[src/cjhi_pkg.sv]
package cjhi_pkg;

  localparam int JOINTS = 6;
  localparam int CFG_IDX_W = 3;

  localparam int FRAC = 20;
  localparam int QUO_W = 31;
  localparam int PM_SHIFT = QUO_W - FRAC;
  localparam int A_W = 2 * QUO_W - FRAC;
  localparam int A_LO_W = 21;
  localparam int A_HI_W = A_W - A_LO_W;
  localparam int BM_W = 33;
  localparam int HM_W = 43;
  localparam int HM_LO_W = 22;
  localparam int HM_HI_W = HM_W - HM_LO_W;
  localparam int LIMIT_EXP = 62;

  localparam int DIV_SPS = 4;
  localparam int DIV_STAGES = (QUO_W + DIV_SPS - 1) / DIV_SPS;

  localparam int ST_DIV = 2;
  localparam int ST_POLY = ST_DIV + DIV_STAGES;
  localparam int ST_LANE = ST_POLY + 3;
  localparam int STAGES = ST_LANE + 3;

  localparam logic signed [31:0] HALF_PI = 32'sd102944;
  localparam int NEG_HOME_JOINT = 1;

  typedef struct packed {
    logic bad;
    logic uneg;
    logic pmh;
  } front_flags_t;

  typedef struct packed {
    logic huge;
    logic hneg;
    logic [HM_W-1:0] hm;
  } hcoef_t;

  function automatic logic signed [31:0] home_reset(input int j);
    return (j == NEG_HOME_JOINT) ? -HALF_PI : HALF_PI;
  endfunction

endpackage

[src/cjhi_div.sv]
module cjhi_div #(
  parameter int TW = 24,
  parameter int SW = 1
) (
  input  logic                            clk,
  input  logic [cjhi_pkg::DIV_STAGES-1:0] en,
  input  logic [TW-1:0]                   tspan,
  input  logic [TW-1:0]                   umag,
  input  logic [SW-1:0]                   side_in,
  output logic [cjhi_pkg::QUO_W-1:0]      quo,
  output logic [SW-1:0]                   side_out
);
  import cjhi_pkg::*;

  logic [TW-1:0]    rem [DIV_STAGES];
  logic [TW-1:0]    tdiv [DIV_STAGES];
  logic [QUO_W-1:0] qn [DIV_STAGES];
  logic [SW-1:0]    side [DIV_STAGES];

  logic [TW-1:0]    rem0;
  logic [QUO_W-1:0] qn0;

  assign rem0 = TW'(umag >> PM_SHIFT);
  assign qn0 = {umag[PM_SHIFT-1:0], FRAC'(0)};

  for (genvar g = 0; g < DIV_STAGES; g++) begin : g_stage
    logic [TW-1:0]    rem_in;
    logic [TW-1:0]    t_in;
    logic [QUO_W-1:0] qn_in;
    logic [SW-1:0]    side_i;
    logic [TW-1:0]    rem_next;
    logic [QUO_W-1:0] qn_next;

    if (g == 0) begin : g_first
      assign rem_in = rem0;
      assign t_in = tspan;
      assign qn_in = qn0;
      assign side_i = side_in;
    end else begin : g_rest
      assign rem_in = rem[g-1];
      assign t_in = tdiv[g-1];
      assign qn_in = qn[g-1];
      assign side_i = side[g-1];
    end

    always_comb begin
      logic [TW:0] r2;
      r2 = '0;
      rem_next = rem_in;
      qn_next = qn_in;
      for (int j = 0; j < DIV_SPS; j++) begin
        if (g * DIV_SPS + j < QUO_W) begin
          r2 = {rem_next, qn_next[QUO_W-1]};
          if (r2 >= {1'b0, t_in}) begin
            r2 = r2 - {1'b0, t_in};
            qn_next = {qn_next[QUO_W-2:0], 1'b1};
          end else begin
            qn_next = {qn_next[QUO_W-2:0], 1'b0};
          end
          rem_next = r2[TW-1:0];
        end
      end
    end

    always_ff @(posedge clk) begin
      if (en[g]) begin
        rem[g] <= rem_next;
        qn[g] <= qn_next;
        tdiv[g] <= t_in;
        side[g] <= side_i;
      end
    end
  end

  assign quo = qn[DIV_STAGES-1];
  assign side_out = side[DIV_STAGES-1];

endmodule

[config.mk]
export PLATFORM = sky130hd
export DESIGN_NAME = cjhi_div
export DESIGN_NICKNAME = d
export VERILOG_FILES = /design/src/cjhi_pkg.sv /design/src/cjhi_div.sv
export SDC_FILE = /design/constraint.sdc
export NUM_CORES = 2
export LEC_CHECK = 0
export BUFFER_PORTS_ARGS = -buffer_cell sky130_fd_sc_hd__buf_2
export CAP_MARGIN = 20
export CORE_AREA = 3 3 407 409
export CTS_BUF_LIST = sky130_fd_sc_hd__clkbuf_8
export CTS_CLUSTER_SIZE = 24
export DETAILED_ROUTE_END_ITERATION = 6
export DIE_AREA = 0 0 410 412
export PLACE_DENSITY = 0.53
export REMOVE_ABC_BUFFERS = 1
export SYNTH_ARGS = -nofsm -noshare
export SYNTH_HDL_FRONTEND = slang
export SYNTH_SLANG_ARGS = --single-unit
[constraint.sdc]
create_clock -name clk -period 14.2 [get_ports clk]
set_input_delay 2.84 -clock clk [delete_from_list [all_inputs] [get_ports clk]]
set_output_delay 2.84 -clock clk [all_outputs]
set_load 0.03 [all_outputs]
# Word level (Yosys, flattened, before mapping)
# Memory sizes are Yosys's and may differ from the RTL's.
# Index checks and enable logic that the tools add are counted.
dict set report word_totals {
  ff_bits 0
  ramBits 640
  in_bits 58
  output_inout_bits 32
  word_cells 144
  memories 4
}
dict set report classes {
  add_sub_neg 31
  order_cmp 31
  n_mux 78
}
# memory words word_bits rd rd_clocked_by_memory_dff wr line
set memory_table {}
lappend memory_table {qn 8 31 8 0 8 cjhi_div.sv:17} ;# logic [QUO_W-1:0] qn [DIV_STAGES];
lappend memory_table {rem 8 24 7 0 8 cjhi_div.sv:15} ;# logic [TW-1:0] rem [DIV_STAGES];
lappend memory_table {tdiv 8 24 7 0 8 cjhi_div.sv:16} ;# logic [TW-1:0] tdiv [DIV_STAGES];
lappend memory_table {side 8 1 8 0 8 cjhi_div.sv:18} ;# logic [SW-1:0] side [DIV_STAGES];
# cell n
set ops {}
lappend ops {{$ge 25x24->1} 30}
lappend ops {{$mux 24} 31}
lappend ops {{$sub 24x24->24} 30}
lappend ops {{$mux 1} 47}
lappend ops {{$ge 14x24->1} 1}
lappend ops {{$sub 14x24->24} 1}

# Logic depth before layout (Yosys ltp)
# An unclocked memory read counts as a cell.
dict set report depth {
  word_depth 9
  mapped_depth 56
  depth_no_buf 50
}

# Worst setup path after synthesis
# No wires, ideal clock.
dict set report synth_timing {
  kind {input to register}
  from {in umag[10]}
  to {mem rem[0][15], data pin}
  setup_ns 0.260
  arrival_time_ns 13.093
  required_time_ns 13.940
  slack_ns 0.847
  path_stages 54
  n_path_buf 6
  path_cell_list {inv_1 ha_1 inv_1 fa_1 a21oi_1 o21ai_0 a2111oi_0 nor2_1 nor2_1 o21a_1 clkbuf_1 nor2_1 a21oi_1 inv_1 ha_1 nor2b_1 o211ai_1 nand3_1 [18 not listed] inv_2 clkbuf_1 a21oi_1 ha_1 nor2b_1 o21ai_0 a31oi_1 o2111ai_1 a41oi_1 o22ai_1 a21boi_0 o21ai_0 nand3_1 nand2_1 a221o_1 clkbuf_1 buf_2 mux2_2}
}
# item line
set synth_lines {}
lappend synth_lines {{start, declared} cjhi_div.sv:8} ;# input logic [TW-1:0] umag,
lappend synth_lines {{end, declared} cjhi_div.sv:15}

==> flow_summary.ini <==
[detailed_routing]
dr.first_iter.drc_count = 3472
route.detailed.drc = 9
detail-route-antenna-nets = 0
wl_per_cell_um = 20.41
wl_mm = 180.0
vias = 49190
drtPass1Iterations = 7
routed_via_density = 5.577

[critical_path]
endpoint_kind = flip-flop
cp_common_cell = a21o_1
path_class = in2reg
cp-start-kind = primary input
r2r-end = rem[5][22]
critPathSlowestCell = o21ai_1
rr_startpoint = tdiv[4][1]
worstPathMaxFanout = 25
required_ns = 14.79
regToRegSetupSlack_ns = 0.92
arrival_ns = 13.98
worst-r2r-cell-count = 48
max_stage_delay_ns = 0.75

[logic_synthesis]
synth_cell_types = 106
synth_area_per_cell_sq_um = 8.836
ys.flop_type = edfxtp_1
syn_area_sq_um = 56820
ys_seq_elements = 497
synth_warnings = 0
netlist_instances = 6430
synthArstFlopShare_pct = 0
ys_seq_area_share_pct = 26.27
synth-edff-count = 497

[floorplanning]
row_count = 148
ioPinCount = 90
core_area_sq_um = 162400
die_width_um = 410
die_h_um = 412
start_util_pct = 34.99
die-area_sq_um = 168900

[sta]
hold_viol_final = 0
worst_pin_slew_ns = 1.095
finalSetupViolCount = 0
fin_crit_ns = 13.39
slew_viol_final = 0
fmax_ghz = 0.07467
slew_headroom_pct = 26.33
finalClockSkew_ns = 0.08790
min_period_over_period_pct = 94.31

[finish]
final_nets = 7361
register_area_sq_um = 14920
multi_input_area_sq_um = 39870
syn_to_final_growth_pct = 9.271
drive_gt1_share_pct = 10.91
final_area_sq_um = 62080
fillCellCount = 16460

[placed_design]
place_hpwl_mm = 147.1
placed_area_sq_um = 60080
portBuffers = 89
gp_congestion = 0.9235

[clock_tree]
root_buffer = clkbuf_8
ctsHoldBuffers = 0
cts_tree = done
cts_sinks = 497
clk_latency_ns = 0.85
htree_levels = 3
cts_buffer_depth = 3
path_clk_slew_ns = 0.06
numCtsBuffers = 94

[worst_hold_path]
hold_class = reg2reg
holdPathEnd = qn[1][104]
hp-start = qn[1][70]
min_path_cells = 0

[grt]
antenna_found_initial = 9
use_met1_pct = 28.66
grt_util_met3_pct = 2.467
grt_max_degree = 67
overflow = 0
met2_usage_pct = 33.84
grt_pass1_wl_mm = 275.2
first_global_vias = 46590
grt_use_total_pct = 20.69
grt.busiest_layer = met2

[job]
maxCapViolations = 0

[outcome]
violations = DRC
outcome = complete, but fails checks
metal layers:
metal / up-vias / part of all wire [%]
met5: - / 0
met4: 0 / 2.7
met3: 230 / 4.9
met2: 1238 / 45
met1: 23360 / 47
li1: 24360 / -
Yosys cell counts, types with 17 or more instances:
master / n / area, sq um
a211oi_1: 64 / 480.5
edfxtp_1: 497 / 14920
mux2_4: 18 / 270.3
nor2b_1: 95 / 594.3
xnor2_1: 382 / 3346
a31o_2: 19 / 166.4
and4_1: 18 / 157.7
inv_1: 389 / 1460
nor4_1: 32 / 200.2
mux2i_1: 31 / 310.3
or2_2: 28 / 175.2
nor2_1: 479 / 1798
a221o_1: 51 / 510.5
a21oi_1: 600 / 3003
o211ai_1: 33 / 247.7
nand2b_1: 82 / 513.0
xor2_1: 205 / 1795
and3_1: 52 / 325.3
clkbuf_1: 78 / 292.8
o21a_1: 118 / 885.9
fa_1: 17 / 340.3
a21o_1: 277 / 2079
o31ai_1: 41 / 307.8
o21ai_0: 419 / 2097
and2_1: 55 / 344.1
ha_1: 720 / 9009
buf_2: 33 / 165.2
or3_1: 39 / 244.0
nand2_1: 431 / 1618
nand4_1: 93 / 581.8
nor3_1: 133 / 665.6
nand3_1: 125 / 625.6
o21bai_1: 100 / 750.7
a21boi_0: 23 / 172.7
a31oi_1: 51 / 319.1
mux2_2: 296 / 3333
final cells by class:
| class | count | area share [%] |
|---|---|---|
| timing repair buffer | 171 | 1.786 |
| antenna | 7 | 0.02821 |
| multi-input combinational | 5401 | 64.22 |
| inverter | 401 | 2.424 |
| clock buffer | 95 | 2.106 |
| clock inverter | 73 | 1.016 |
| tap | 2175 | 4.383 |
| sequential | 497 | 24.04 |
metrics by stage:
| stage | setup slack, ns | utilization [%] | setup TNS, ns | cells | hold slack, ns |
|---|---|---|---|---|---|
| 2_1_floorplan | -0.3105 | - | -1.617 | 6297 | 0.4003 |
| 3_3_place_gp | 0.4491 | 37.00 | 0 | 8643 | 0.4008 |
| 3_5_place_dp | 0.2057 | 37.00 | 0 | 8643 | 0.4045 |
| 4_1_cts | 0.5921 | 38.19 | 0 | 8811 | 0.3919 |
| 5_1_grt | -0.0001608 | 38.23 | -0.0001608 | 8818 | 0.4167 |
| 6_report | 0.8086 | 38.23 | 0 | 8820 | 0.4005 |
worst max-delay path: cells and delay by family:
family                   cells  cell delay, ns
AO/OA/AOI/OAI               26            7.17
AND/OR/NAND/NOR              7            1.78
adder cells (fa/ha/maj)      3            1.01
multiplexers                 2            0.72
buffers and inverters        3            0.43
how the worst max path moves through the flow:
stage                start         end
2_1_floorplan   tdiv[0][1]  rem[1][14]
3_3_place_gp     tspan[17]   rem[0][4]
3_5_place_dp     tspan[17]   rem[0][4]
4_1_cts        tdiv[1][12]  rem[2][23]
5_1_grt         tdiv[3][1]   rem[4][6]
6_report         tspan[17]  rem[0][17]
state kept, by name, indices dropped and copies added, names as in the netlist:
signal,cells
rem,168
tdiv,168
qn,153
side,8
kinds of logic (layout without fill, tap and decap cells):
logic type / count (synthesis) / after routing / share of synthesized area, %
XOR/XNOR: 587 / 587 / 9.049
AND/OR/NAND/NOR: 1720 / 1720 / 14.68
flip-flops: 497 / 497 / 26.27
multiplexers: 345 / 345 / 6.888
adder cells (fa/ha/maj): 737 / 737 / 16.45
AO/OA/AOI/OAI: 2010 / 2012 / 22.90
buffers and inverters: 534 / 740 / 3.761
other: 0 / 7 / 0
what timing repair did:
action                                  CTS  global route
buffers inserted                          0             0
gates resized for setup                   0             9
endpoints found under the setup margin    0            88
cells in the final DEF, fill, tap and decap left out, types with 95 or more instances in the layout:
master | netlist | final
ha_1 | 720 | 720
a21oi_1 | 600 | 597
edfxtp_1 | 497 | 497
nor2_1 | 479 | 478
nand2_1 | 431 | 431
o21ai_0 | 419 | 416
inv_1 | 389 | 406
xnor2_1 | 382 | 382
mux2_2 | 296 | 296
a21o_1 | 277 | 277
xor2_1 | 205 | 205
nor3_1 | 133 | 133
nand3_1 | 125 | 125
o21a_1 | 118 | 118
o21bai_1 | 100 | 100
nor2b_1 | 95 | 95
clkbuf_8 | 0 | 95
Power is not shown: default switching activity piles up to over one toggle a cycle in this logic, so the estimate is an artifact.
