--- config.mk ---
export PLATFORM = sky130hd
export DESIGN_NAME = cjhi_lane
export DESIGN_NICKNAME = d
export VERILOG_FILES = /design/src/cjhi_pkg.sv /design/src/cjhi_lane.sv
export SDC_FILE = /design/constraint.sdc
export NUM_CORES = 2
export LEC_CHECK = 0
export BUFFER_PORTS_ARGS = -buffer_cell sky130_fd_sc_hd__buf_2
export CAP_MARGIN = 10
export CORE_ASPECT_RATIO = 1.75
export CORE_MARGIN = 4
export CORE_UTILIZATION = 57
export DETAILED_ROUTE_END_ITERATION = 6
export GPL_TIMING_DRIVEN = 0
export MAX_ROUTING_LAYER = met4
export PLACE_DENSITY = 0.74
export SLEW_MARGIN = 20
export SYNTH_ARGS = -nofsm -noshare
export SYNTH_HDL_FRONTEND = slang
export SYNTH_SLANG_ARGS = --single-unit
--- constraint.sdc ---
create_clock -name clk -period 22.6 [get_ports clk]
set_input_delay 5.65 -clock clk [delete_from_list [all_inputs] [get_ports clk]]
set_output_delay 5.65 -clock clk [all_outputs]
set_load 0.05 [all_outputs]
--- src/cjhi_pkg.sv ---
package cjhi_pkg;

  localparam int JOINTS = 6;
  localparam int CFG_IDX_W = 3;

  localparam int FRAC = 20;
  localparam int QUO_W = 31;
  localparam int PM_SHIFT = QUO_W - FRAC;
  localparam int A_W = 2 * QUO_W - FRAC;
  localparam int A_LO_W = 21;
  localparam int A_HI_W = A_W - A_LO_W;
  localparam int BM_W = 33;
  localparam int HM_W = 43;
  localparam int HM_LO_W = 22;
  localparam int HM_HI_W = HM_W - HM_LO_W;
  localparam int LIMIT_EXP = 62;

  localparam int DIV_SPS = 4;
  localparam int DIV_STAGES = (QUO_W + DIV_SPS - 1) / DIV_SPS;

  localparam int ST_DIV = 2;
  localparam int ST_POLY = ST_DIV + DIV_STAGES;
  localparam int ST_LANE = ST_POLY + 3;
  localparam int STAGES = ST_LANE + 3;

  localparam logic signed [31:0] HALF_PI = 32'sd102944;
  localparam int NEG_HOME_JOINT = 1;

  typedef struct packed {
    logic bad;
    logic uneg;
    logic pmh;
  } front_flags_t;

  typedef struct packed {
    logic huge;
    logic hneg;
    logic [HM_W-1:0] hm;
  } hcoef_t;

  function automatic logic signed [31:0] home_reset(input int j);
    return (j == NEG_HOME_JOINT) ? -HALF_PI : HALF_PI;
  endfunction

endpackage

--- src/cjhi_lane.sv ---
module cjhi_lane #(
  parameter int AW = 20
) (
  input  logic                 clk,
  input  logic [2:0]           en,
  input  logic signed [AW-1:0] angle,
  input  logic [AW-1:0]        dmag,
  input  logic                 dneg,
  input  logic                 bad,
  input  cjhi_pkg::hcoef_t     coef,
  output logic signed [AW-1:0] pos
);
  import cjhi_pkg::*;

  localparam int PL_W = AW + HM_LO_W;
  localparam int PH_W = AW + HM_HI_W;
  localparam int SUM_W = (AW + HM_W + 1 > LIMIT_EXP + 2) ? AW + HM_W + 1 : LIMIT_EXP + 2;
  localparam int RW = HM_W + 2;
  localparam logic [SUM_W-1:0] RND = SUM_W'(1) << (FRAC - 1);
  localparam logic [SUM_W-1:0] SUM_LIMIT = (SUM_W'(1) << LIMIT_EXP) + RND;
  localparam logic signed [AW-1:0] AMAX = {1'b0, {(AW - 1){1'b1}}};
  localparam logic signed [AW-1:0] AMIN = {1'b1, {(AW - 1){1'b0}}};

  logic [PL_W-1:0]       pl;
  logic [PH_W-1:0]       ph;
  logic signed [AW-1:0]  s1;
  logic                  dnz1;
  logic                  neg1;
  logic                  huge1;
  logic                  bad1;

  logic [SUM_W-1:0]      sum;
  logic [HM_W-1:0]       delta;
  logic                  ovf2;
  logic signed [AW-1:0]  s2;
  logic                  dnz2;
  logic                  neg2;
  logic                  bad2;

  logic signed [RW-1:0]  r;
  logic signed [AW-1:0]  pos_next;

  always_ff @(posedge clk) begin
    if (en[0]) begin
      pl <= PL_W'(dmag) * PL_W'(coef.hm[HM_LO_W-1:0]);
      ph <= PH_W'(dmag) * PH_W'(coef.hm[HM_W-1:HM_LO_W]);
      s1 <= angle;
      dnz1 <= |dmag;
      neg1 <= dneg ^ coef.hneg;
      huge1 <= coef.huge;
      bad1 <= bad;
    end
  end

  assign sum = (SUM_W'(ph) << HM_LO_W) + SUM_W'(pl) + RND;

  always_ff @(posedge clk) begin
    if (en[1]) begin
      delta <= sum[LIMIT_EXP:FRAC];
      ovf2 <= huge1 || (sum > SUM_LIMIT);
      s2 <= s1;
      dnz2 <= dnz1;
      neg2 <= neg1;
      bad2 <= bad1;
    end
  end

  always_comb begin
    if (neg2) begin
      r = RW'(s2) - $signed({2'b00, delta});
    end else begin
      r = RW'(s2) + $signed({2'b00, delta});
    end
    if (bad2) begin
      pos_next = s2;
    end else if (ovf2 && dnz2) begin
      pos_next = neg2 ? AMIN : AMAX;
    end else if (r > RW'(AMAX)) begin
      pos_next = AMAX;
    end else if (r < RW'(AMIN)) begin
      pos_next = AMIN;
    end else begin
      pos_next = r[AW-1:0];
    end
  end

  always_ff @(posedge clk) begin
    if (en[2]) begin
      pos <= pos_next;
    end
  end

endmodule

; Word level (Yosys, flattened, before mapping)
; Index checks and enable logic that the tools add are counted.
[word_totals]
ff_bits = 194
input_bits = 91
output_inout_bits = 20
elab_cells = 33
[op_classes]
add_sub_neg = 4
n_mul = 2
magnitude_cmp = 3
muxes = 6
bitwise_logic = 1
reduce_logical = 3
[op_table]
columns = op, n
row1 = 2-to-1 mux 20 bit, 5
row2 = adder 63 x 42 -> 64 bit, 1
row3 = adder 64 x 20 -> 64 bit (second input constant), 1
row4 = > comparator 64 x 63 -> 1 bit (second input constant), 1
row5 = adder 20 x 44 -> 45 bit, 1
row6 = > comparator 45 x 20 -> 1 bit (second input constant), 1
row7 = < comparator 45 x 20 -> 1 bit (second input constant), 1
row8 = 2-to-1 mux 45 bit, 1
row9 = subtractor 20 x 44 -> 45 bit, 1
row10 = multiplier 20 x 22 -> 42 bit, 1
row11 = multiplier 20 x 21 -> 41 bit, 1
row12 = OR reduction 20 bit, 1
row13 = logical AND 1 bit, 1
row14 = logical OR 1 bit, 1
row15 = XOR 1 bit, 1

; Longest topological paths before layout
[depth]
ltp_word = 7
depth_mapped = 30
depth_no_buf = 28

; Least setup slack after synthesis
; Ideal clock, no wire load.
[synth_path]
path_type = input to register
start = in dmag[16]
end = reg pl[41] (data pin)
arrival_ns = 12.296
t_required_ns = 22.340
setup_slack_ns = 10.044
path_stages = 26
path_cell_list = clkbuf_1 -> clkbuf_1 -> nand2_1 -> fa_1 -> inv_1 -> fa_1 -> fa_1 -> fa_1 -> fa_1 -> fa_1 -> inv_1 -> fa_1 -> inv_1 -> ha_1 -> a21o_1 -> a21o_1 -> a21o_1 -> a221oi_1 -> a2bb2oi_1 -> a31oi_1 -> o31a_1 -> o21a_1 -> o41ai_2 -> o21bai_1 -> a21oi_1 -> xnor2_1
[synth_via]
elab_chain_len = 1
[synth_rtl]
columns = item, line_no
row1 = "start, declared", cjhi_lane.sv:7  ; input logic [AW-1:0] dmag,
row2 = multiplier 20 x 22 -> 42 bit, cjhi_lane.sv:45  ; pl <= PL_W'(dmag) * PL_W'(coef.hm[HM_LO_W-1:0]);
row3 = "end signal, assigned", cjhi_lane.sv:45
row4 = "end, declared", cjhi_lane.sv:24  ; logic [PL_W-1:0] pl;
; Every way passes these cells.
; A chain may end at the register's enable or synchronous reset.

; Final worst setup path
[layout_path]
start = in dmag[12]
end = reg pl[40] (data pin)
; The elaborated chain is that of the path after synthesis.

==> results.py <==
metrics = {
    "timing": {
        "holdWs_ns": 0.4200,
        "rsz0062_at_grt": "no",
        "fin_crit_sh_pct": 66.38,
        "worst_slew_pin_slew_ns": 1.241,
        "clock_skew_ns": 0.02395,
        "finalMaxSlewViolations": 0,
        "layout_setup_ws_ns": 7.598,
        "period_needed_ns": 15.00,
        "setup_tns_ns": 0,
        "setup_viol": 0,
        "max-slew-margin-rel_pct": 17.25,
        "max_freq_ghz": 0.06666,
        "hold_violations": 0,
    },
    "placed_design": {
        "pre_cts_slack_ns": 7.434,
        "gp_congestion": 1.023,
        "hpwl_microns": 101800,
        "portBuffers": 53,
    },
    "drt": {
        "num_vias": 31340,
        "drc": 0,
        "wire_per_inst_microns": 22.95,
        "routed_wirelength_microns": 122600,
        "via_per_inst": 5.869,
        "drtPass1Iterations": 7,
        "postRouteAntennaNets": 0,
        "first_iter_violations": 2001,
    },
    "floorplan": {
        "start_util_pct": 57.55,
        "rows": 128,
        "ios": 111,
        "core_region_area_sq_um": 69670,
        "chipHeight_microns": 358.8,
        "die_area_sq_um": 74810,
        "die_w_microns": 208.5,
    },
    "grt": {
        "antenna_found_initial": 9,
        "grt_util_all_layers_pct": 33.92,
        "grt_pass1_vias": 33616,
        "grt_max_degree": 77,
        "grt_pass1_wl_microns": 187900,
        "grt_overflow_total": 0,
    },
    "worst_setup_path": {
        "slowest_stage": "clkbuf_1",
        "crit_top_cell": "fa_1",
        "cp-start-kind": "primary input",
        "end_kind": "register",
        "critPathMaxStageDelay_ns": 0.83,
        "path_class": "primary input to register",
        "cp_data_required_time_ns": 22.78,
        "crit_fanout": 10,
        "cp.arrival_ns": 15.19,
    },
    "logic_synthesis": {
        "synth_area_sq_um": 40090,
        "ys_seq_elements": 194,
        "ys_warn_count": 0,
        "synth-edff-count": 194,
        "syn_nets": 5489,
        "ys_async_sr_fraction_pct": 0,
        "synth_ff_type": "edfxtp_1",
        "synth_cell_types": 89,
        "netlist_instances": 4334,
        "yosysSeqAreaShare_pct": 14.53,
        "syn_area_per_cell_sq_um": 9.251,
    },
    "clocking": {
        "ctsHoldBuffers": 0,
        "clock_latency_ns": 0.51,
        "postCtsSetupBuffers": 0,
        "cts_buffers": 25,
        "cts_tree": "built",
        "htree_levels": 4,
        "clk_pin_slew_ns": 0.06,
        "ctsLongestPathBuffers": 3,
        "root_buffer": "clkbuf_16",
        "cts_sinks": 194,
        "post_cts_resized": 0,
    },
    "finish": {
        "layout_common_cells": "inv_1 (796), fa_1 (695), nand2_1 (521)",
        "layout_commonest_cell": "inv_1",
        "final_util_pct": 60.67,
        "drive_gt1_share_pct": 3.416,
        "nFillCells": 6070,
        "final_nets": 5572,
        "area_growth_pct": 5.427,
    },
    "flow_run": {
        "maxCapViolations": 0,
    },
    "hold_path": {
        "hold_path_class": "register to register",
    },
    "status": {
        "outcome": "finished clean",
    },
}
[layout make-up]
| class | count | area (sq um) | share of cell area (%) |
|---|---|---|---|
| Multi-Input combinational cell | 3135 | 30470 | 72.07 |
| Sequential cell | 194 | 5826 | 13.78 |
| Inverter | 796 | 2988 | 7.069 |
| Tap cell | 910 | 1139 | 2.694 |
| Buffer | 209 | 814.5 | 1.927 |
| Clock buffer | 25 | 625.6 | 1.480 |
| Timing Repair Buffer | 56 | 336.6 | 0.7963 |
| Clock inverter | 5 | 50.05 | 0.1184 |
| Antenna cell | 10 | 25.02 | 0.05920 |
[worst max-delay path, delay by kind of cell]
| kind | cells | cell delay (ns) |
|---|---|---|
| fa+ha+maj | 8 | 4.02 |
| compound gates | 9 | 2.64 |
| buf+inv | 7 | 1.88 |
| xor+xnor | 1 | 0.62 |
| simple gates | 3 | 0.34 |
[routing by layer]
metal	track usage [%]	up-vias	share of wire, %
met4	25.53	0	10
met5	-	-	0
met3	6.219	636	7.0
li1	-	13762	-
met1	34.13	15565	33
met2	58.12	1377	50
[synth_stat cells, drive strengths merged (4+ instances only)]
cell	instances	area, sq um
a211o	5	43.79
a211oi	18	145.1
a21boi	5	41.29
a21o	65	488.0
a21oi	183	945.9
a221oi	6	65.06
a31o	4	35.03
a31oi	17	106.4
a41oi	5	43.79
and2	455	2848
and3	14	92.59
and4	8	75.07
buf	13	78.82
clkbuf	196	735.7
edfxtp	194	5826
fa	695	13910
ha	369	4617
inv	796	2988
nand2	522	1962
nand2b	25	156.4
nand3	34	170.2
nand3b	7	52.55
nand4	25	156.4
nor2	146	548.0
nor2b	10	62.56
nor3	37	190.2
nor4	29	209.0
o211ai	10	85.08
o21a	20	150.1
o21ai	123	634.4
o21bai	17	127.6
o31a	4	35.03
o31ai	5	37.54
o41ai	5	51.30
or2	11	68.82
or3	13	81.33
or4	7	52.55
xnor2	152	1331
xor2	40	350.3
[metrics by stage]
stage               cells  cell area, sq um
finish               5340             42270
global route         5338             42260
CTS                  5329             42230
detailed placement   5299             41550
global placement     5297             41500
floorplan            4334             40090
[registers in the layout (all words and copies together) (netlist names)]
signal and cells:
bad1 1, bad2 1, delta 43, dnz1 1, dnz2 1, huge1 1, neg1 1, neg2 1
ovf2 1, ph 41, pl 42, pos 20, s1 20, s2 20
[worst paths after layout]
kind / startpoint / end / cells after the start / slack (ns)
max: dmag[12] / pl[40]$_DFFE_PP_ / 28 / 7.60
min: s1[19]$_DFFE_PP_ / s2[19]$_DFFE_PP_ / 0 / 0.42
min reg2reg: s1[19]$_DFFE_PP_ / s2[19]$_DFFE_PP_ / 0 / 0.42
max reg2reg: neg2$_DFFE_PP_ / pos[1]$_DFFE_PP_ / 18 / 16.22
[kinds of logic after synthesis]
| group | after synthesis | share of synthesized area [%] |
|---|---|---|
| and+or+nand+nor | 1351 | 17.02 |
| adders and majority gates | 1064 | 46.22 |
| buffers and inverters | 1005 | 9.484 |
| AOI/OAI and AO/OA | 525 | 8.470 |
| DFF | 194 | 14.53 |
| xor gates and xnor gates | 192 | 4.194 |
| muxes | 3 | 0.08114 |
Power is not shown: default switching activity piles up to over one toggle a cycle in this logic, so the estimate is an artifact.
