`config.mk`:
```
export PLATFORM = sky130hd
export DESIGN_NAME = cjhi_front
export DESIGN_NICKNAME = d
export VERILOG_FILES = /design/src/cjhi_pkg.sv /design/src/cjhi_front.sv
export SDC_FILE = /design/constraint.sdc
export NUM_CORES = 1
export LEC_CHECK = 0
export BUFFER_PORTS_ARGS = -buffer_cell sky130_fd_sc_hd__buf_2
export CORE_AREA = 5 5 237 239
export DETAILED_ROUTE_END_ITERATION = 10
export DIE_AREA = 0 0 242 244
export PLACE_DENSITY = 0.8
export REMOVE_ABC_BUFFERS = 1
export SYNTH_ARGS = -nofsm -noshare
export SYNTH_HDL_FRONTEND = slang
export SYNTH_SLANG_ARGS = --single-unit
```
`constraint.sdc`:
```
create_clock -name clk -period 4.7 [get_ports clk]
set_input_delay 0.47 -clock clk [delete_from_list [all_inputs] [get_ports clk]]
set_output_delay 0.47 -clock clk [all_outputs]
set_load 0.1 [all_outputs]
```
`src/cjhi_pkg.sv`:
```
package cjhi_pkg;

  localparam int JOINTS = 6;
  localparam int CFG_IDX_W = 3;

  localparam int FRAC = 20;
  localparam int QUO_W = 31;
  localparam int PM_SHIFT = QUO_W - FRAC;
  localparam int A_W = 2 * QUO_W - FRAC;
  localparam int A_LO_W = 21;
  localparam int A_HI_W = A_W - A_LO_W;
  localparam int BM_W = 33;
  localparam int HM_W = 43;
  localparam int HM_LO_W = 22;
  localparam int HM_HI_W = HM_W - HM_LO_W;
  localparam int LIMIT_EXP = 62;

  localparam int DIV_SPS = 4;
  localparam int DIV_STAGES = (QUO_W + DIV_SPS - 1) / DIV_SPS;

  localparam int ST_DIV = 2;
  localparam int ST_POLY = ST_DIV + DIV_STAGES;
  localparam int ST_LANE = ST_POLY + 3;
  localparam int STAGES = ST_LANE + 3;

  localparam logic signed [31:0] HALF_PI = 32'sd102944;
  localparam int NEG_HOME_JOINT = 1;

  typedef struct packed {
    logic bad;
    logic uneg;
    logic pmh;
  } front_flags_t;

  typedef struct packed {
    logic huge;
    logic hneg;
    logic [HM_W-1:0] hm;
  } hcoef_t;

  function automatic logic signed [31:0] home_reset(input int j);
    return (j == NEG_HOME_JOINT) ? -HALF_PI : HALF_PI;
  endfunction

endpackage

```
`src/cjhi_front.sv`:
```
module cjhi_front #(
  parameter int AW = 20,
  parameter int TW = 24
) (
  input  logic                        clk,
  input  logic [1:0]                  en,
  input  logic signed [AW-1:0]        home [cjhi_pkg::JOINTS],
  input  logic signed [AW-1:0]        start [cjhi_pkg::JOINTS],
  input  logic [TW-1:0]               time_now,
  input  logic [TW-1:0]               time_begin,
  input  logic [TW-1:0]               time_finish,
  output logic signed [AW-1:0]        angle [cjhi_pkg::JOINTS],
  output logic [AW-1:0]               dmag [cjhi_pkg::JOINTS],
  output logic [cjhi_pkg::JOINTS-1:0] dneg,
  output logic [TW-1:0]               umag,
  output logic [TW-1:0]               tspan,
  output cjhi_pkg::front_flags_t      flags
);
  import cjhi_pkg::*;

  logic [TW:0]          tdiff;
  logic [TW:0]          udiff;
  logic [AW:0]          disp [JOINTS];
  logic signed [AW-1:0] start1 [JOINTS];

  logic [TW-1:0]        umag_next;
  logic [TW-1:0]        tspan_next;
  front_flags_t         flags_next;

  always_ff @(posedge clk) begin
    if (en[0]) begin
      tdiff <= {1'b0, time_finish} - {1'b0, time_begin};
      udiff <= {1'b0, time_now} - {1'b0, time_begin};
      for (int j = 0; j < JOINTS; j++) begin
        disp[j] <= {home[j][AW-1], home[j]} - {start[j][AW-1], start[j]};
        start1[j] <= start[j];
      end
    end
  end

  always_comb begin
    tspan_next = tdiff[TW-1:0];
    flags_next.bad = tdiff[TW] || (tdiff == '0);
    flags_next.uneg = udiff[TW];
    if (udiff[TW]) begin
      umag_next = TW'(-udiff);
    end else begin
      umag_next = udiff[TW-1:0];
    end
    flags_next.pmh = {PM_SHIFT'(0), umag_next} >= {tspan_next, PM_SHIFT'(0)};
  end

  always_ff @(posedge clk) begin
    if (en[1]) begin
      umag <= umag_next;
      tspan <= tspan_next;
      flags <= flags_next;
      for (int j = 0; j < JOINTS; j++) begin
        angle[j] <= start1[j];
        dneg[j] <= disp[j][AW];
        dmag[j] <= disp[j][AW] ? AW'(-disp[j]) : disp[j][AW-1:0];
      end
    end
  end

endmodule

```
; After elaboration in Yosys (flattened, before gate mapping)
; Memory sizes are Yosys's and may differ from the RTL's. A register that Yosys moved wholly into a read port is not among the register bits.
; Cells that the tools add are included.
[word_totals]
register_bits = 227
ramBits = 246
inputBits = 315
mem_count = 2
[memory_table]
columns = memory, words, word_bits, rd, rd_clocked_by_memory_dff, write_ports, line
row1 = disp, 6, 21, 6, 0, 6, cjhi_front.sv:23  ; logic [AW:0] disp [JOINTS];
row2 = start1, 6, 20, 6, 6, 6, cjhi_front.sv:24  ; logic signed [AW-1:0] start1 [JOINTS];
[classes]
add_sub_neg = 15
n_lt_le_gt_ge = 1
mux = 9
n_reduce_logical = 2
[op_table]
columns = op, n
row1 = 20-bit by 20-bit subtractor with 21-bit output, 6
row2 = 20-bit two-way mux, 6
row3 = 20-bit negation, 6
row4 = 24-bit by 24-bit subtractor with 25-bit output, 2
row5 = 24-bit by 35-bit >= comparator with 1-bit output, 1
row6 = 25-bit zero test, 1
row7 = 24-bit two-way mux, 1
row8 = 24-bit negation, 1
row9 = 1-bit two-way mux, 2
row10 = 1-bit logical OR, 1

; Depth between registers and ports, before layout
[logic_depth]
word_depth = 3
ltp_mapped = 15
depth_no_buf = 14

; Worst setup path after synthesis
; No wires, ideal clock.
[synth_timing]
path_kind = reg-to-reg
from = reg udiff[4]
to = reg flags[0] (netlist bit), data pin
setup_ns = 0.176
t_arrival_ns = 3.700
setup_slack_ns = 0.824
stages_incl_launch_ff = 15
n_path_buf = 1
period_less_slack_ns = 3.876
path_cell_list = edfxtp_1 buf_6 or4_4 nor4_4 nand2b_2 or4_4 o41ai_2 xnor2_1 ha_1 and3_1 nand3_1 or4_1 nor4_1 nand2_1 o32ai_1
[synth_rtl]
columns = element, line
row1 = from (decl), cjhi_front.sv:22  ; logic [TW:0] udiff;
row2 = from (signal assigned), cjhi_front.sv:33  ; udiff <= {1'b0, time_now} - {1'b0, time_begin};
row3 = to (signal assigned), cjhi_front.sv:57  ; flags <= flags_next;
row4 = to (decl), cjhi_front.sv:17  ; output cjhi_pkg::front_flags_t flags

==> impl_summary.log <==
[metrics] status: finished clean
[metrics] Total GRT Usage: 24.6%
[metrics] starting utilization of the core area: 54.5%
[metrics] number of hold violations in the final report: 0
[metrics] synthesized instance count: 2,259
[metrics] detail-routed net length per standard cell: 20.5 um
[metrics] post-route setup TNS: 0 ps
[metrics] Max Root-Sink Buffers: 3
[metrics] highest clock frequency the design can meet: 0.233 GHz
[metrics] Slew Limit Fails: 0
[metrics] Via Count: 20,600
[metrics] cells along the critical path: or4_4, nor4_4, nand2b_2, or4_4, o41ai_2, xnor2_1, ha_1, and3_1, nand3_1, or4_1, nor4_1, nand2_1, o32ai_1
[metrics] later-pin clock latency in the skew report: 620 ps
[metrics] number of placement rows: 85
[metrics] ratio of total power to cell area: 469 mW/mm2
[metrics] clock-pin slew on the worst setup and hold paths: 60 ps
[metrics] number of cells on the critical path: 13
[metrics] maximum number of pins on one net before global-route repair: 110
[metrics] share of total power in the clock network: 28.2%
[metrics] share of post-route cells with drive strength above 1: 24.3%
[metrics] TritonCTS clock tree: done
[metrics] flop2flop setup slack: 410 ps
[metrics] setup repair after global routing missed its margin: false
[metrics] net count of the finished layout: 3,426
[metrics] P_leak: 14.7 nW
[metrics] proportion of synthesized flip-flops having asynchronous set or reset: 0%
[metrics] area growth from synthesis to final layout: 20.2%
[metrics] number of ports placed on the die boundary: 612
[metrics] required time of the critical path: 5130 ps
[metrics] delay-heaviest family, CP: simple AND/OR/NAND/NOR gates
[metrics] Post-synth top cells: sky130_fd_sc_hd__edfxtp_1 (593), sky130_fd_sc_hd__inv_1 (228), sky130_fd_sc_hd__xnor2_1 (203)
[metrics] Worst Hold Slack: 40.8 ps
[metrics] antenna violations before repair: 24
[metrics] Max-slew headroom: 41.7%
[metrics] die outline area: 0.0590 mm2
[metrics] number of warning messages in the yosys log: 0
[metrics] share of total power in combinational logic: 28.5%
[metrics] nature of the critical path endpoint: flip-flop
[metrics] H-tree levels: 2
[metrics] post-layout minimum cycle time: 4290 ps
[metrics] Worst path slowest cell: sky130_fd_sc_hd__or4_4
[metrics] internal power: 10.5 mW
[metrics] residual overflow from global routing: 0
[metrics] mapped cell area: 0.0292 mm2
[metrics] floorplan die height: 244 um
[metrics] number of failing setup endpoints in the final timing report: 0
[metrics] critical path class: flip-flop to flip-flop
[metrics] via/cell ratio: 5.60
[metrics] Std-Cell Core Area: 0.0536 mm2
[metrics] quantity of I/O buffers inserted on ports: 611
[metrics] mean post-synth cell area: 12.9 um2
[metrics] main area contributors after synthesis: sky130_fd_sc_hd__edfxtp_1 (61%), sky130_fd_sc_hd__ha_1 (8.1%), sky130_fd_sc_hd__xnor2_1 (6.1%)
[metrics] worst slew pin tran: 874 ps
[metrics] part of the power in registers: 43.2%
[metrics] global-route wire length before repair: 116,000 um
[metrics] count of flip-flops with a built-in enable after synthesis: 593
[metrics] aggregate routed wire length: 75,200 um
[metrics] count of buffer and inverter cells on the critical path: 0
[metrics] flop and latch count out of synthesis: 593
[metrics] worst r2r path cells: 13
[metrics] worst clock skew: 31.3 ps
[metrics] total power consumption of the routed design: 16.4 mW
[metrics] clock sinks: 593
[metrics] number of buffers added by the clock tree synthesis step: 60
[metrics] count of maximum capacitance violations: 0
[metrics] vias in the first global route: 21,100
[metrics] start point of the critical path: udiff[4]$_DFFE_PP_
[metrics] die width: 242 um
[metrics] timing endpoint of the critical path: flags[0]$_DFFE_PP_
[metrics] post-synthesis sequential area ratio: 61.0%
[metrics] Detailed Routing Iterations Pass 1: 5
[metrics] most numerous cell on the critical path: sky130_fd_sc_hd__or4_4
[metrics] classification of the worst-slack hold path: input port to flip-flop
[metrics] switching power as a share of total power: 36.0%
[metrics] r2r startpoint: udiff[4]$_DFFE_PP_
[metrics] type of origin of the critical path: flip-flop
[metrics] Detailed Route Iter0 Violations: 1,656
[metrics] cell type contributing the most total cell area after synthesis: sky130_fd_sc_hd__edfxtp_1
[metrics] number of distinct library cells after synthesis: 63
[metrics] signal arrival time at the worst endpoint: 4710 ps
[metrics] remaining antenna violation count: 0
[metrics] Detail Placement HPWL: 58,800 um
[metrics] pre-CTS WS: 463 ps
[metrics] minimum setup slack in the final design: 413 ps
[metrics] Primary FF master, synth: sky130_fd_sc_hd__edfxtp_1
[metrics] final design utilization: 65.4%
[metrics] maximum vdd drop: 0.403 mV
[metrics] switching pwr: 5.92 mW
[metrics] cell chosen for the clock root: sky130_fd_sc_hd__clkbuf_16
[metrics] fraction of synthesized cell area taken by the top area cell type: 61.0%
[metrics] crit-path max FO: 8
[metrics] Routability Congestion: 0.926
[metrics] largest stage delay on the critical path: 620 ps
[metrics] destination of the worst register-to-register timing path: flags[0]$_DFFE_PP_
[metrics] number of setup buffers added after CTS: 0
[metrics] final period utilization: 91.2%
[metrics] most instantiated library cell after synthesis: sky130_fd_sc_hd__edfxtp_1
[metrics] DRC viols: 0
==> cell families after synthesis <==
| kind of cell | after synthesis | synth area share (%) |
|---|---|---|
| AO/OA/AOI/OAI | 515 | 11.5 |
| buffers and inverters | 251 | 3.25 |
| multiplexers | 1 | 0.0343 |
| XOR/XNOR | 259 | 7.77 |
| adder cells (fa/ha/maj) | 196 | 8.61 |
| AND/OR/NAND/NOR | 444 | 7.85 |
| flip-flops | 593 | 61.0 |
==> worst reg2reg max path, cell delays in order, from the launching register on <==
cell and delay (ps):
sky130_fd_sc_hd__edfxtp_1 500, sky130_fd_sc_hd__or4_4 620, sky130_fd_sc_hd__nor4_4 180, sky130_fd_sc_hd__nand2b_2 120, sky130_fd_sc_hd__or4_4 530, sky130_fd_sc_hd__o41ai_2 320
sky130_fd_sc_hd__xnor2_1 130, sky130_fd_sc_hd__ha_1 300, sky130_fd_sc_hd__and3_1 170, sky130_fd_sc_hd__nand3_1 110, sky130_fd_sc_hd__or4_1 550, sky130_fd_sc_hd__nor4_1 190
sky130_fd_sc_hd__nand2_1 90, sky130_fd_sc_hd__o32ai_1 310
==> power groups by stage <==
| stage | clock network, mW | logic (mW) | registers (mW) |
|---|---|---|---|
| global route | 4.96 | 4.95 | 7.18 |
| detailed placement | 0 | 4.67 | 7.21 |
| finish | 4.65 | 4.69 | 7.11 |
| CTS | 4.72 | 4.69 | 7.11 |
| floorplan | 0 | 1.41 | 9.36 |
| global placement | 0 | 4.59 | 7.17 |
==> state kept, by name (all words and copies together) (netlist names) <==
name    flops
disp      126
angle     120
dmag      120
start1    120
tdiff      25
udiff      25
tspan      24
umag       24
dneg        6
flags       3
==> cell type report <==
cell class              count  area (um2)
fillers                  3895       18500
flip-flops and latches    593       17800
multi-input cells        1415       10400
repair buffers            617        3180
clock buffers              80        1620
well taps                 696         871
inverters                 228         856
clock inverters            28         284
diodes                     14        35.0
==> per-layer routing <==
| layer | up-vias | wire length [um] | track usage [%] | part of all wire, % |
|---|---|---|---|---|
| met5 | - | 119 | 0 | 0.16 |
| li1 | 9697 | - | - | - |
| met2 | 800 | 37500 | 42.9 | 50 |
| met3 | 169 | 6240 | 6.72 | 8.3 |
| met1 | 9871 | 28900 | 30.1 | 38 |
| met4 | 16 | 2410 | 8.02 | 3.2 |
==> worst min path at each step <==
| stage | from | endpoint | slack (ps) | cells past startpoint |
|---|---|---|---|---|
| 2_1_floorplan | start1[5][0]$_DFFE_PP_ | angle[0]$_DFFE_PP_ | 400 | 0 |
| 3_3_place_gp | start1[1][3]$_DFFE_PP_ | angle[83]$_DFFE_PP_ | 400 | 0 |
| 3_5_place_dp | start1[0][16]$_DFFE_PP_ | angle[116]$_DFFE_PP_ | 400 | 0 |
| 4_1_cts | start[40] | start1[3][0]$_DFFE_PP_ | 2 | 1 |
| 5_1_grt | start[40] | start1[3][0]$_DFFE_PP_ | 10 | 1 |
| 6_report | start[59] | start1[3][19]$_DFFE_PP_ | 40 | 1 |
==> per-stage QoR <==
step                cells  cell area (um2)
finish               3671            35100
global route         3667            35100
CTS                  3657            35000
detailed placement   3547            33100
global placement     3547            33100
floorplan            2236            29100
==> repair_timing <==
action                                 in CTS  in global routing
endpoints found under the hold margin       2                  0
gates resized for setup                     0                  0
hold buffers                                2                  0
setup endpoints to repair                   0                  0
==> layout by cell type, fill, tap and decap left out, types with 8 or more instances in the layout <==
cell type	count
sky130_fd_sc_hd__and3_1	15
sky130_fd_sc_hd__nor3_1	25
sky130_fd_sc_hd__or2_2	10
sky130_fd_sc_hd__diode_2	14
sky130_fd_sc_hd__or4_1	26
sky130_fd_sc_hd__inv_1	228
sky130_fd_sc_hd__o31ai_1	41
sky130_fd_sc_hd__o41ai_1	17
sky130_fd_sc_hd__a21boi_0	11
sky130_fd_sc_hd__nor2_1	98
sky130_fd_sc_hd__nand2_1	98
sky130_fd_sc_hd__o21a_1	34
sky130_fd_sc_hd__buf_2	609
sky130_fd_sc_hd__nor2b_1	32
sky130_fd_sc_hd__o21bai_1	12
sky130_fd_sc_hd__nand2b_1	36
sky130_fd_sc_hd__a21oi_1	116
sky130_fd_sc_hd__ha_1	188
sky130_fd_sc_hd__fa_1	8
sky130_fd_sc_hd__edfxtp_1	593
sky130_fd_sc_hd__a211oi_1	11
sky130_fd_sc_hd__clkinv_2	8
sky130_fd_sc_hd__clkbuf_1	18
sky130_fd_sc_hd__clkbuf_16	62
sky130_fd_sc_hd__nor4_1	9
sky130_fd_sc_hd__nand4_1	14
sky130_fd_sc_hd__xor2_1	56
sky130_fd_sc_hd__o21ai_0	130
sky130_fd_sc_hd__a21o_1	60
sky130_fd_sc_hd__xnor2_1	203
sky130_fd_sc_hd__clkinv_1	8
sky130_fd_sc_hd__a31oi_1	17
sky130_fd_sc_hd__nand3_1	38
sky130_fd_sc_hd__or3_1	25
No activity file was read; power rests on OpenSTA's default activity.
